### config.mk
export PLATFORM = sky130hd
export DESIGN_NAME = lsc_front
export DESIGN_NICKNAME = d
export VERILOG_FILES = /design/src/rtl/lsc_pkg.sv /design/src/rtl/lsc_front.sv
export SDC_FILE = /design/constraint.sdc
export NUM_CORES = 2
export LEC_CHECK = 0
export ABC_AREA = 1
export BUFFER_PORTS_ARGS = -buffer_cell sky130_fd_sc_hd__buf_2
export CORE_ASPECT_RATIO = 0.7
export CORE_MARGIN = 2
export CORE_UTILIZATION = 55
export CTS_CLUSTER_SIZE = 8
export DETAILED_ROUTE_END_ITERATION = 10
export GPL_TIMING_DRIVEN = 0
export PLACE_DENSITY = 0.71
export SLEW_MARGIN = 15
export SYNTH_ARGS = -nofsm -noshare
export SYNTH_HDL_FRONTEND = slang
export SYNTH_SLANG_ARGS = --single-unit
### constraint.sdc
create_clock -name clk -period 18 [get_ports clk]
set_clock_uncertainty 0.1 [all_clocks]
set_input_delay 0.9 -clock clk [delete_from_list [all_inputs] [get_ports clk]]
set_output_delay 0.9 -clock clk [all_outputs]
set_load 0.01 [all_outputs]
### src/rtl/lsc_pkg.sv
// Shared constants and types for the log spectrum compressor.
// No dependencies; every rtl file refers to it by scoped names.
package lsc_pkg;

  localparam int FRAC_BITS  = 16;   // fraction bits of the result (8..24)
  localparam int IN_FRAC    = 16;   // fraction bits of the coefficient parts
  localparam int WORK_FRAC  = 24;   // fraction bits of the internal log2
  localparam int OUT_W      = 22;
  localparam int IN_W       = 32;
  localparam int GAIN_W     = 10;
  localparam int V_W        = 42;   // 1.0 + x, x below 2^41
  localparam int P_W        = 6;    // index of the top set bit of v
  localparam int INT_W      = 5;    // integer part of log2(v) - 16, at most 25
  localparam int L2_W       = INT_W + WORK_FRAC;
  localparam int Z_W        = 31;   // mantissa, Q1.30
  localparam int SQ_STAGES  = 16;   // two root bits per stage
  localparam int SQ_REM_W   = 36;
  localparam int SQ_ROOT_W  = 32;
  localparam int LOG_ITERS  = WORK_FRAC;
  localparam int OUT_SHIFT  = WORK_FRAC - FRAC_BITS;
  localparam int CFG_IDX_W  = 1;

  localparam logic [31:0]      LOG10_2_Q32 = 32'h4D10_4D42;
  localparam logic [V_W-1:0]   V_ONE       = V_W'(1) << IN_FRAC;
  localparam logic [OUT_W-1:0] OUT_MAX     = {OUT_W{1'b1}};
  localparam logic [GAIN_W-1:0] GAIN_RESET = GAIN_W'(32);

  localparam logic [CFG_IDX_W-1:0] CFG_SPECTRUM_MODE = 1'b0;
  localparam logic [CFG_IDX_W-1:0] CFG_REAL_GAIN     = 1'b1;

  // Data that rides alongside the square root pipeline.
  typedef struct packed {
    logic           mode;
    logic [V_W-1:0] gain_mag;
  } side_t;

endpackage

### src/rtl/lsc_front.sv
// Front end: magnitudes, squares, gain product and sum of squares.
// Depends on lsc_pkg.
module lsc_front (
  input  logic                        clk,
  input  logic                        rst_n,
  input  logic                        en,
  input  logic                        in_vld,
  input  logic signed [31:0]          real_part,
  input  logic signed [31:0]          imag_part,
  input  logic                        mode,
  input  logic [lsc_pkg::GAIN_W-1:0]  gain,
  output logic                        out_vld,
  output logic [63:0]                 sum_sq,
  output lsc_pkg::side_t              side
);

  logic [31:0] re_abs, im_abs;
  logic        vld1_r, vld2_r;
  logic [63:0] re2_r, im2_r, sum_r;
  lsc_pkg::side_t side1_r, side2_r;

  assign re_abs = real_part[31] ? 32'(-real_part) : 32'(real_part);
  assign im_abs = imag_part[31] ? 32'(-imag_part) : 32'(imag_part);

  always_ff @(posedge clk) begin
    if (!rst_n) begin
      vld1_r <= 1'b0;
      vld2_r <= 1'b0;
    end else if (en) begin
      vld1_r <= in_vld;
      vld2_r <= vld1_r;
    end
  end

  always_ff @(posedge clk) begin
    if (en) begin
      re2_r            <= 64'(re_abs) * 64'(re_abs);
      im2_r            <= 64'(im_abs) * 64'(im_abs);
      side1_r.mode     <= mode;
      side1_r.gain_mag <= lsc_pkg::V_W'(gain) * lsc_pkg::V_W'(re_abs);
      sum_r            <= re2_r + im2_r;
      side2_r          <= side1_r;
    end
  end

  assign out_vld = vld2_r;
  assign sum_sq  = sum_r;
  assign side    = side2_r;

endmodule

# Yosys cells after proc, flatten, opt, wreduce, memory -nomap -nowiden
# Index checks and enable logic that the tools add are counted.
dict set report totals {
  ff_bits 280
  input_bits 79
  out_inout_bits 108
  elab_cells 17
}
dict set report op_classes {
  n_addsub 3
  mul 3
  mux 2
}
# operator count
set op_table {}
lappend op_table {{$mul A32 B32 Y64} 2}
lappend op_table {{$add A64 B64 Y64} 1}
lappend op_table {{$mux W32} 2}
lappend op_table {{$neg A32 Y32} 2}
lappend op_table {{$mul A10 B32 Y42} 1}

# Depth between registers and ports, before layout
dict set report logic_depth {
  depth_word 3
  mapped_depth 45
  ltp_nobuf 43
}

# Worst setup path before layout
# No wires, ideal clock.
dict set report synth_timing {
  kind {input to register}
  start {input imag_part[0]}
  end {register im2_r[57] (data pin)}
  setup_time_ps 252
  t_arrival_ps 8348
  required_ps 17648
  setup_slack_ps 9299
  stages 34
  n_path_buf 3
  path_cell_list {clkbuf_1 > clkinv_1 > clkbuf_1 > ha_1 > nand2_1 > nor2_1 > nand2_1 > nand2_2 > xor2_2 > clkbuf_1 > nand2_1 > fa_1 > inv_1 > fa_1 > inv_1 > fa_1 > fa_1 > inv_1 > fa_1 > inv_1 > fa_1 > inv_1 > fa_1 > fa_1 > ha_1 > nand2_1 > nor2_1 > nand2_1 > nor2_1 > nand2_1 > nand3_1 > nand3_1 > nand3_1 > nand2_1}
}
dict set report synth_between {
  elab_chain_cells 3
}
# element line_no
set synth_lines {}
lappend synth_lines {{from (decl)} lsc_front.sv:9} ;# input logic signed [31:0] imag_part,
lappend synth_lines {{$neg A32 Y32} lsc_front.sv:23} ;# assign im_abs = imag_part[31] ? 32'(-imag_part) : 32'(imag_part);
lappend synth_lines {{$mux W32 (*)} lsc_front.sv:23}
lappend synth_lines {{$mul A32 B32 Y64 (*)} lsc_front.sv:38} ;# im2_r <= 64'(im_abs) * 64'(im_abs);
lappend synth_lines {{to (signal assigned)} lsc_front.sv:38}
lappend synth_lines {{to (decl)} lsc_front.sv:19} ;# logic [63:0] re2_r, im2_r, sum_r;
# Mark *: on every way between the ends. The rest lies on a longest branch, timed or not.
# A chain may end at the register's enable or synchronous reset.

# Worst setup path after layout
dict set report layout_timing {
  start {input imag_part[0]}
  end {register im2_r[58] (data pin)}
}
# The elaborated chain is that of the path after synthesis.

==> results.tsv <==
stage	metric	value	unit
global_route	grt_usage	0.4311	
placed_design	gp_congestion	1.088	
placed_design	place_ws	4.956	ns
timing	finalWorstSetupSlack	5.036	ns
yosys	syn_avg_cell_area	8.218	um^2
critical_path	r2r_end	sum_sq[31]$_DFFE_PP_	
critical_path	cp_slowest_cell	xor2_2	
timing	max_freq	77.14	MHz
critical_path	max_stage_delay	0.94	ns
drt	ant_nets	0	
cts	cts_setup_buffers	0	
timing	setup_violations	0	
drt	wl	338.4	mm
worst_hold_path	hold_path.class	reg -> reg	
global_route	grt_antenna_before_repair	21	
floorplanning	start_util	0.5534	
run_status	status	complete, no violations	
cts	clkLatencyLatePin	0.61	ns
critical_path	endpoint_kind	register	
critical_path	cp_data_arrival_time	13.23	ns
placed_design	place.port_buffers	179	
timing	rsz0062_at_grt	false	
yosys	ys_ff_latch	278	
drt	m1WireLength	145.0	mm
drt	wire_per_inst	26.32	um
run	maxCapViolations	0	
yosys	synthArstFlopShare	0	
global_route	grt_pass1_vias	72890	
critical_path	crit_family	adder cells	
drt	top_layer	met5	
critical_path	cp_num_buf_inv	8	
critical_path	startpoint_type	input port	
timing	fin_crit	12.96	ns
yosys	syn-cell-area	0.08597	mm^2
timing	finalCritPeriodShare	0.7202	
yosys	synth_top_cell_by_area	fa_1	
cells_and_area	drive_above_1_share	0.05267	
floorplanning	pin_count	187	
floorplanning	die_height	334.8	um
cts	ctsHtreeMaxLevel	2	
cells_and_area	finalNonFillerCells	12860	
floorplanning	rows	121	
floorplanning	die-width	476.5	um
floorplanning	core-area	0.1553	mm^2
cts	cts_buffers	42	
critical_path	crit_end	im2_r[58]$_DFFE_PP_	
timing	hold_viol	0	
critical_path	r2r_cells	10	
drt	avgViaCountPerCell	5.670	
cts	holdBufCountCts	0	
yosys	synth_top_family_by_area	adder cells	
drt	met3_wirelength	63.69	mm
cts	root_buffer	clkbuf_16	
drt	drt-initial-drc-count	9260	
yosys	synth_compound_area_frac	0.04100	
cts	clkTransAtPathRegs	0.06	ns
yosys	synth.area.mux_share	0.0002329	
worst_hold_path	whs_path_depth	0	
yosys	yosys.area.top_type_share	0.4255	
timing	slew_violations	0	
yosys	ys_top_cells_by_area	fa_1 43%, inv_1 13%, ha_1 10%	
critical_path	worstSetupStartpoint	imag_part[0]	
critical_path	criticalPathCategory	in -> reg	
yosys	synthAdderAreaFrac	0.5287	
critical_path	required	18.27	ns
yosys	yosys.area_share.xor_xnor	0.01870	
drt	dr.pass1.iters	9	
critical_path	r2r-start	im2_r[3]$_DFFE_PP_	
yosys	synthSimpleGateAreaFrac	0.1708	
global_route	grt_overflow_total	0	
global_route	grt_max_degree	104	
cts	ctsResizeCount	0	
global_route	grt_pass1_wl	492.4	mm
yosys	synth-edff-count	276	
cts	cts_buffer_depth	3	
critical_path	worst-path-stages	32	
yosys	ys_types	52	
cts	cts.sinks	278	
yosys	ys_warn_count	0	
yosys	synth_ff_type	edfxtp_1	
yosys	synth_seq_area_share	0.09688	
cells_and_area	fin_nets	13350	
timing	timing.slew.headroom	0.1019	
cts	cts_tree	built	
floorplanning	die_area	0.1595	mm^2
placed_design	dp_hpwl	292.2	mm
placed_design	placedCellCount	12780	
drt	vias	72890	
critical_path	rrSetupSlack	14.69	ns
yosys	synth_cells	10460	
critical_path	crit_fanout	11	
cells_and_area	area_delta_synth_final	5.812	%
critical_path	cp_common_cell	fa_1	
timing	tightestPinTransition	1.347	ns
drt	wl_met2	119.4	mm
drt	drcViolationCount	0	
timing	finalSetupTns	0	ns
## worst min path at each step
stage | end | start
2_1_floorplan | side[0]$_DFFE_PP_ | side1_r[0]$_DFFE_PP_
3_3_place_gp | side[16]$_DFFE_PP_ | side1_r[16]$_DFFE_PP_
3_5_place_dp | side[26]$_DFFE_PP_ | side1_r[26]$_DFFE_PP_
4_1_cts | side[31]$_DFFE_PP_ | side1_r[31]$_DFFE_PP_
5_1_grt | side[6]$_DFFE_PP_ | side1_r[6]$_DFFE_PP_
6_report | side[31]$_DFFE_PP_ | side1_r[31]$_DFFE_PP_
## flip-flops by register name, indices dropped and copies added, names as in the netlist
| signal | flops |
|---|---|
| im2_r | 63 |
| out_vld | 1 |
| side | 43 |
| sum_sq | 64 |
| re2_r | 63 |
| side1_r | 43 |
| vld1_r | 1 |
## stage by stage
step / hold slack, ns / cell area, um^2 / utilization
3_5_place_dp: 0.3045 / 89730 / 0.5776
5_1_grt: 0.3195 / 90920 / 0.5854
2_1_floorplan: 0.3003 / 86150 / -
3_3_place_gp: 0.3025 / 89660 / 0.5772
6_report: 0.3153 / 90960 / 0.5856
4_1_cts: 0.3149 / 90910 / 0.5853
## final cells by class
class                      instances  area [um^2]
fill                           14320        64370
multi-input combinational       7033        65470
clock buffer                      48         1074
tap                             2091         2616
sequential                       278         8328
inverter                        2967        11150
clock inverter                     8        112.6
buffer                           231         1199
antenna                           18        45.04
timing repair buffer             181        960.9
## metal layers
metal  vias to the layer above  GRT usage
li1                      31020          -
met1                     36110     0.6525
met2                      5147     0.5230
met3                       603     0.2328
met4                        12     0.1008
met5                         -    0.01801
## logic make-up after synthesis
family          after synthesis
simple gates               3619
buf+inv                    3198
fa+ha+maj                  2536
compound gates              645
flops                       278
xor+xnor                    181
other cells                   2
mux                           2
## Yosys cell counts, types with 5 or more instances
master,n
inv_1,2905
nand2_1,2002
fa_1,1827
nor2_1,1127
ha_1,709
a21oi_1,324
edfxtp_1,276
nand3_1,228
o21ai_0,202
xor2_1,157
buf_2,123
nand4_1,67
clkbuf_1,65
o21bai_1,65
inv_2,55
nor3_1,52
nand2_2,31
nor2_2,26
nor2_4,26
xnor2_1,21
buf_4,19
a21o_1,16
nand3b_1,16
buf_6,12
buf_1,11
nor4_1,10
o21a_1,9
or2_2,9
and2_1,7
a31o_2,6
a31oi_1,6
clkinv_1,5
nand2_4,5
nand3_2,5
o211ai_1,5
## cells in the final DEF, fill, tap and decap left out, drive strengths merged, types with 50 or more instances in the layout
master  Yosys  layout
a21oi     324     324
buf       166     347
clkbuf     65     113
conb        2      50
edfxtp    276     276
fa       1827    1827
ha        709     709
inv      2961    2961
nand2    2038    2038
nand3     233     233
nand4      67      67
nor2     1179    1179
nor3       55      55
o21ai     209     209
o21bai     65      65
xor2      160     160
Power is not shown: default switching activity piles up to over one toggle a cycle in this logic, so the estimate is an artifact.
