## src/rtl/lsc_pkg.sv

```systemverilog
// Shared constants and types for the log spectrum compressor.
// No dependencies; every rtl file refers to it by scoped names.
package lsc_pkg;

  localparam int FRAC_BITS  = 16;   // fraction bits of the result (8..24)
  localparam int IN_FRAC    = 16;   // fraction bits of the coefficient parts
  localparam int WORK_FRAC  = 24;   // fraction bits of the internal log2
  localparam int OUT_W      = 22;
  localparam int IN_W       = 32;
  localparam int GAIN_W     = 10;
  localparam int V_W        = 42;   // 1.0 + x, x below 2^41
  localparam int P_W        = 6;    // index of the top set bit of v
  localparam int INT_W      = 5;    // integer part of log2(v) - 16, at most 25
  localparam int L2_W       = INT_W + WORK_FRAC;
  localparam int Z_W        = 31;   // mantissa, Q1.30
  localparam int SQ_STAGES  = 16;   // two root bits per stage
  localparam int SQ_REM_W   = 36;
  localparam int SQ_ROOT_W  = 32;
  localparam int LOG_ITERS  = WORK_FRAC;
  localparam int OUT_SHIFT  = WORK_FRAC - FRAC_BITS;
  localparam int CFG_IDX_W  = 1;

  localparam logic [31:0]      LOG10_2_Q32 = 32'h4D10_4D42;
  localparam logic [V_W-1:0]   V_ONE       = V_W'(1) << IN_FRAC;
  localparam logic [OUT_W-1:0] OUT_MAX     = {OUT_W{1'b1}};
  localparam logic [GAIN_W-1:0] GAIN_RESET = GAIN_W'(32);

  localparam logic [CFG_IDX_W-1:0] CFG_SPECTRUM_MODE = 1'b0;
  localparam logic [CFG_IDX_W-1:0] CFG_REAL_GAIN     = 1'b1;

  // Data that rides alongside the square root pipeline.
  typedef struct packed {
    logic           mode;
    logic [V_W-1:0] gain_mag;
  } side_t;

endpackage

```

## src/rtl/lsc_isqrt.sv

```systemverilog
// Pipelined restoring integer square root, two root bits per stage.
// Depends on lsc_pkg.
module lsc_isqrt (
  input  logic                           clk,
  input  logic                           rst_n,
  input  logic                           en,
  input  logic                           in_vld,
  input  logic [63:0]                    sum_sq,
  input  lsc_pkg::side_t                 in_side,
  output logic                           out_vld,
  output logic [lsc_pkg::SQ_ROOT_W-1:0]  root,
  output lsc_pkg::side_t                 out_side
);

  typedef struct packed {
    logic [lsc_pkg::SQ_REM_W-1:0]  rem;
    logic [lsc_pkg::SQ_ROOT_W-1:0] root;
  } sq_t;

  function automatic sq_t sq_iter(sq_t x, logic [1:0] b);
    sq_t                          y;
    logic [lsc_pkg::SQ_REM_W-1:0] cur;
    logic [lsc_pkg::SQ_REM_W-1:0] trial;
    cur   = {x.rem[lsc_pkg::SQ_REM_W-3:0], b};
    trial = {2'b00, x.root, 2'b01};
    if (cur >= trial) begin
      y.rem  = cur - trial;
      y.root = {x.root[lsc_pkg::SQ_ROOT_W-2:0], 1'b1};
    end else begin
      y.rem  = cur;
      y.root = {x.root[lsc_pkg::SQ_ROOT_W-2:0], 1'b0};
    end
    return y;
  endfunction

  logic           vld_r  [lsc_pkg::SQ_STAGES+1];
  sq_t            st_r   [lsc_pkg::SQ_STAGES+1];
  logic [63:0]    s_r    [lsc_pkg::SQ_STAGES+1];
  lsc_pkg::side_t side_r [lsc_pkg::SQ_STAGES+1];

  // Stage 0 is the input itself.
  assign vld_r[0]  = in_vld;
  assign st_r[0]   = '0;
  assign s_r[0]    = sum_sq;
  assign side_r[0] = in_side;

  for (genvar k = 0; k < lsc_pkg::SQ_STAGES; k++) begin : g_stage
    sq_t a, b;
    assign a = sq_iter(st_r[k], s_r[k][63-4*k -: 2]);
    assign b = sq_iter(a,       s_r[k][61-4*k -: 2]);

    always_ff @(posedge clk) begin
      if (!rst_n) begin
        vld_r[k+1] <= 1'b0;
      end else if (en) begin
        vld_r[k+1] <= vld_r[k];
      end
    end

    always_ff @(posedge clk) begin
      if (en) begin
        st_r[k+1]   <= b;
        s_r[k+1]    <= s_r[k];
        side_r[k+1] <= side_r[k];
      end
    end
  end

  assign out_vld  = vld_r[lsc_pkg::SQ_STAGES];
  assign root     = st_r[lsc_pkg::SQ_STAGES].root;
  assign out_side = side_r[lsc_pkg::SQ_STAGES];

endmodule

```

## config.mk

```make
export PLATFORM = sky130hd
export DESIGN_NAME = lsc_isqrt
export DESIGN_NICKNAME = d
export VERILOG_FILES = /design/src/rtl/lsc_pkg.sv /design/src/rtl/lsc_isqrt.sv
export SDC_FILE = /design/constraint.sdc
export NUM_CORES = 2
export LEC_CHECK = 0
export CAP_MARGIN = 15
export CORE_MARGIN = 2
export CORE_UTILIZATION = 57
export CTS_BUF_LIST = sky130_fd_sc_hd__clkbuf_16
export DETAILED_ROUTE_END_ITERATION = 10
export DONT_BUFFER_PORTS = 1
export GPL_ROUTABILITY_DRIVEN = 0
export GPL_TIMING_DRIVEN = 0
export PLACE_DENSITY = 0.71
export SETUP_SLACK_MARGIN = 0.05
export SYNTH_ARGS = -nofsm -noshare
export SYNTH_HDL_FRONTEND = slang
export SYNTH_SLANG_ARGS = --single-unit
```

## constraint.sdc

```tcl
create_clock -name clk -period 7.6 [get_ports clk]
set_input_delay 0.76 -clock clk [delete_from_list [all_inputs] [get_ports clk]]
set_output_delay 0.76 -clock clk [all_outputs]
set_load 0.05 [all_outputs]
```

After elaboration in Yosys (flattened, before gate mapping)

Cells that the tools add are included.

Flip-flop bits (word level): 2206
Bits of input ports: 111
Output and inout port bits: 76
Logic and storage cells: 189

Add/subtract/negate cells: 31
Magnitude comparators: 32
Muxes and demuxes: 32

Operators by type and width:

| cell                                                                                 | count |
|---|---|
| 66-bit 2-to-1 mux                                                                    | 31 |
| 36-bit by 34-bit greater-or-equal comparator with 1-bit output                       | 31 |
| 34-bit subtractor                                                                    | 30 |
| 2-bit by 1-bit subtractor with 3-bit output (second input constant)                  | 1 |
| 2-bit by 1-bit greater-or-equal comparator with 1-bit output (second input constant) | 1 |
| 1-bit 2-to-1 mux                                                                     | 1 |

Logic depth before layout (Yosys ltp)

Depth in word-level cells: 4
Mapped depth: 31
Gate-level depth less buffers: 28

Least setup slack after synthesis

No wires, ideal clock.

Path kind: flip-flop to flip-flop
Start point: register st_r[168] in the netlist's numbering
End point: register st_r[109] in the netlist's numbering (data pin)
Library setup time: 0.260 ns
Arrival: 5.719 ns
Required time: 7.340 ns
Path slack: 1.621 ns
Cell stages (with the launch flop): 29
Path buffers: 5
Period minus slack after synthesis: 5.979 ns
Path through: edfxtp_1 ha_1 nor2b_1 o311ai_0 a21oi_1 nor4b_1 o21a_1 or2_2 clkbuf_1 inv_2 buf_1 nand2_1 o21ai_0 ha_1 clkbuf_1 a21oi_1 o21ai_0 a21oi_1 nor2b_1 o21ai_0 nand2b_1 a21o_1 a21oi_1 and3_1 o311a_1 nor4bb_1 buf_2 buf_1 mux2_2

RTL lines:

| item                              | line            | source |
|---|---|---|
| from (decl)                       | lsc_isqrt.sv:37 | `sq_t st_r [lsc_pkg::SQ_STAGES+1];` |
| from (signal, indexed assignment) | lsc_isqrt.sv:62 | `st_r[k+1] <= b;` |

==> summary.md <==
| Metric | Value |
|---|---|
| Status | `finished clean` |
| Worst path max stage delay | `0.54 ns` |
| DR vias/cell | `6.021` |
| Slew headroom | `16.40%` |
| Cell taking the most area after synthesis | `edfxtp_1` |
| Row count | `~160` |
| I/O pin cnt | `187` |
| Worst path bufs/invs | `4` |
| Vias in the first global route | `between 60000 and 70000` |
| Final core occ | `63.62%` |
| Clock sink count | `1943` |
| Critical Path Sink Type | `register` |
| Vias | `69759` |
| Die width | `428.3 um` |
| Crit path required time | `8.18 ns` |
| CTS tree | `yes` |
| EDFF count, synth | `1927` |
| DR DRC count | `0` |
| Commonest non-fill, non-tap cell in the layout | `edfxtp_1` |
| Layout Nets | `9734` |
| Least-Margin Pin Slew | `1.254 ns` |
| Synth cell types | `112` |
| Post-Syn Area per Cell | `11.73 um^2` |
| Core footprint | `178600 um^2` |
| First-pass GRT wire length | `354600 um` |
| Gr usage total | `23.99%` |
| Ys Warns | `0` |
| CTS Root Cell | `clkbuf_16` |
| Share of layout cells above drive strength 1 | `7.326%` |
| Maximum clock rate | `0.1372 GHz` |
| Synth Register Bits | `1943` |
| Async S/R FF share, synth | `0%` |
| Detailed-router iteration count before antenna repair | `8` |
| Post-synthesis sequential area ratio | `56.71%` |
| Lkg Pwr | `43.34 nW` |
| Placed cells | `11117` |
| Hold WS | `0.07404 ns` |
| P&R area growth vs syn | `10.74%` |
| CP Class | `register to register` |
| VDD IR max | `0.2763 mV` |
| First DRT Iteration DRCs | `6995` |
| Post-route insts no fill | `roughly 12000` |
| GRT overflow | `0` |
| Top delay family on crit path | `compound AO/OA/AOI/OAI gates` |
| Worst-path clk slew | `0.07 ns` |
| Synth Instances | `8751` |
| Mean routed wirelength per cell | `19.55 um` |
| TNS Setup | `0 ns` |
| Hold Fails Final Rpt | `0` |
| Port bufs | `0` |
| RSZ-0062 raised after global routing | `no` |
| Slowest-stage cell, CP | `edfxtp_1` |
| Hold path cells | `1` |
| Pin count of the biggest net entering global routing | `approximately 340` |
| Final Cycle Share | `95.87%` |
| Initial antenna violation count | `5` |
| Mapped Area | `102600 um^2` |
| Minimum clock period after layout | `7.286 ns` |
| Startpoint types | `register` |
| Worst endpoint data arrival time | `~7.9 ns` |
| Max-slew violations | `0` |
| Final WL | `226600 um` |
| Total die area | `~180000 um^2` |
| Initial Util | `a little under three fifths` |
| CTS max path bufs | `3` |
| Levels on crit path | `25` |
| PwrDens | `around 340 nW/um^2` |
| Synth top area cells | `edfxtp_1 56%, ha_1 6.8%, xnor2_1 4.1%` |
| Crit path max fanout | `10` |
| Worst Clk Skew | `0.05451 ns` |
| Antenna-violating nets left | `0` |
| Yosys top cell area share | `56.39%` |
| Latest clock arrival within the worst-skew pair | `0.85 ns` |
| Finish-stage setup viols | `0` |
| Die height | `428.3 um` |
| FF-to-FF path depth | `25` |
| TritonCTS Buffers | `approximately 200` |
| Max-cap violations | `0` |
| Primary FF master, synth | `edfxtp_1` |
| Most frequent cells in the layout | `1927 x edfxtp_1, 666 x nand2_1, 631 x a21oi_1` |
| DP Wirelength | `about 160000 um` |
| Min-delay worst type | `input pin to register` |
| H-tree level count | `4` |
cell type report:
type                    instances  area, um^2
fillers                     13537       64980
flip-flops and latches       1943       58190
multi-input cells            6051       41400
clock buffers                 196        4905
well taps                    2355        2947
inverters                     468        1765
clock inverters               164        1617
plain buffers                 289        1455
repair buffers                117        1353
diodes                          3       7.507
routing by layer:
metal / GRT usage, % / wire length [um]
met1: 32.69 / 97560
met4: 10.59 / 10140
met5: 0 / 0
met3: 3.676 / 15140
met2: 38.27 / 103700
power breakdown:
part	switching [W]	leakage (nW)	internal (W)
Combinational	0.00834	21.3	0.00561
Sequential	0.000917	18.7	0.0137
Clock	0.00409	3.27	0.00546
Total	0.0133	43.3	0.0248
worst paths after layout:
path,startpoint,end,slack (ns)
max,st_r[136],st_r[133],0.31
min,rst_n,out_vld,0.07
min reg2reg,s_r[454],s_r[390],0.40
max reg2reg,st_r[136],st_r[133],0.31
logic make-up (layout without fill, tap and decap cells):
family | after synthesis | count (layout) | synth area share [%]
adder cells (fa/ha/maj) | 558 | 558 | 6.804
other | 1 | 6 | 0.003655
buffers and inverters | 759 | 1234 | 3.108
flip-flops | 1943 | 1943 | 56.71
XOR/XNOR | 785 | 785 | 6.701
AND/OR/NAND/NOR | 2482 | 2482 | 12.22
multiplexers | 135 | 135 | 1.486
AO/OA/AOI/OAI | 2088 | 2088 | 12.97
through the flow:
stage               power, W  area [um^2]  worst slack [ns]
floorplan            0.02480       102600             1.621
global placement     0.02772       105600           -0.9485
detailed placement   0.02827       105800           -0.9736
CTS                  0.03806       113400           0.09134
global route         0.04027       113600           0.06683
finish               0.03811       113600            0.3139
worst register-to-register path, stage by stage (launching register included):
cell	delay, ns
edfxtp_1	0.54
inv_1	0.12
ha_1	0.37
nor2b_1	0.24
o311ai_2	0.16
a21oi_2	0.29
nor4b_4	0.35
o21a_2	0.31
or2_2	0.34
inv_2	0.18
clkbuf_2	0.27
o31ai_1	0.42
ha_1	0.30
clkbuf_1	0.18
a21o_1	0.22
a21o_1	0.17
a21oi_1	0.13
o21ai_0	0.19
or3_1	0.41
a31oi_1	0.40
o31ai_1	0.26
o21ai_0	0.27
nand3_1	0.12
a31oi_1	0.26
nor4bb_1	0.44
xnor2_1	0.13
timing repair:
action	in CTS	in global routing
hold buffers	104	0
hold endpoints to repair	106	0
resized for setup	25	44
pin swaps	1	0
endpoints found under the setup margin	143	183
setup buffers	1	0
cloned	0	0
registers in the layout, summed over array words and instances, names as in the netlist:
signal    cells
vld_r        15
root         32
s_r         480
out_side     43
side_r      645
st_r        727
out_vld       1
cells in the mapped netlist, types with 17 or more instances:
master and count:
a21o_1 289, mux2_2 86, o2111ai_1 17, buf_1 23, nand4_1 116, o21ai_0 471, mux2i_1 35, a211oi_1 71
nand3_1 171, and2_1 50, ha_1 558, or3_1 88, a21boi_0 26, and4_1 32, o21a_1 86, and3_1 65
xnor2_1 480, o31a_1 26, buf_4 78, a21oi_1 634, nand4b_1 19, nor2b_1 93, nor4b_1 18, xor2_1 305
nor4_1 97, inv_1 456, nor2_1 577, clkbuf_1 168, nor3b_1 24, buf_2 19, o41ai_1 19, or2_2 50
or4_1 54, nand3b_1 25, a2111oi_0 28, a211o_1 32, edfxtp_1 1927, o211ai_1 47, a31o_2 17, o21bai_1 57
nand2_1 666, a31oi_1 49, nor3_1 179, o31ai_1 63, nand2b_1 97
Power figures use the tool's default switching activity.
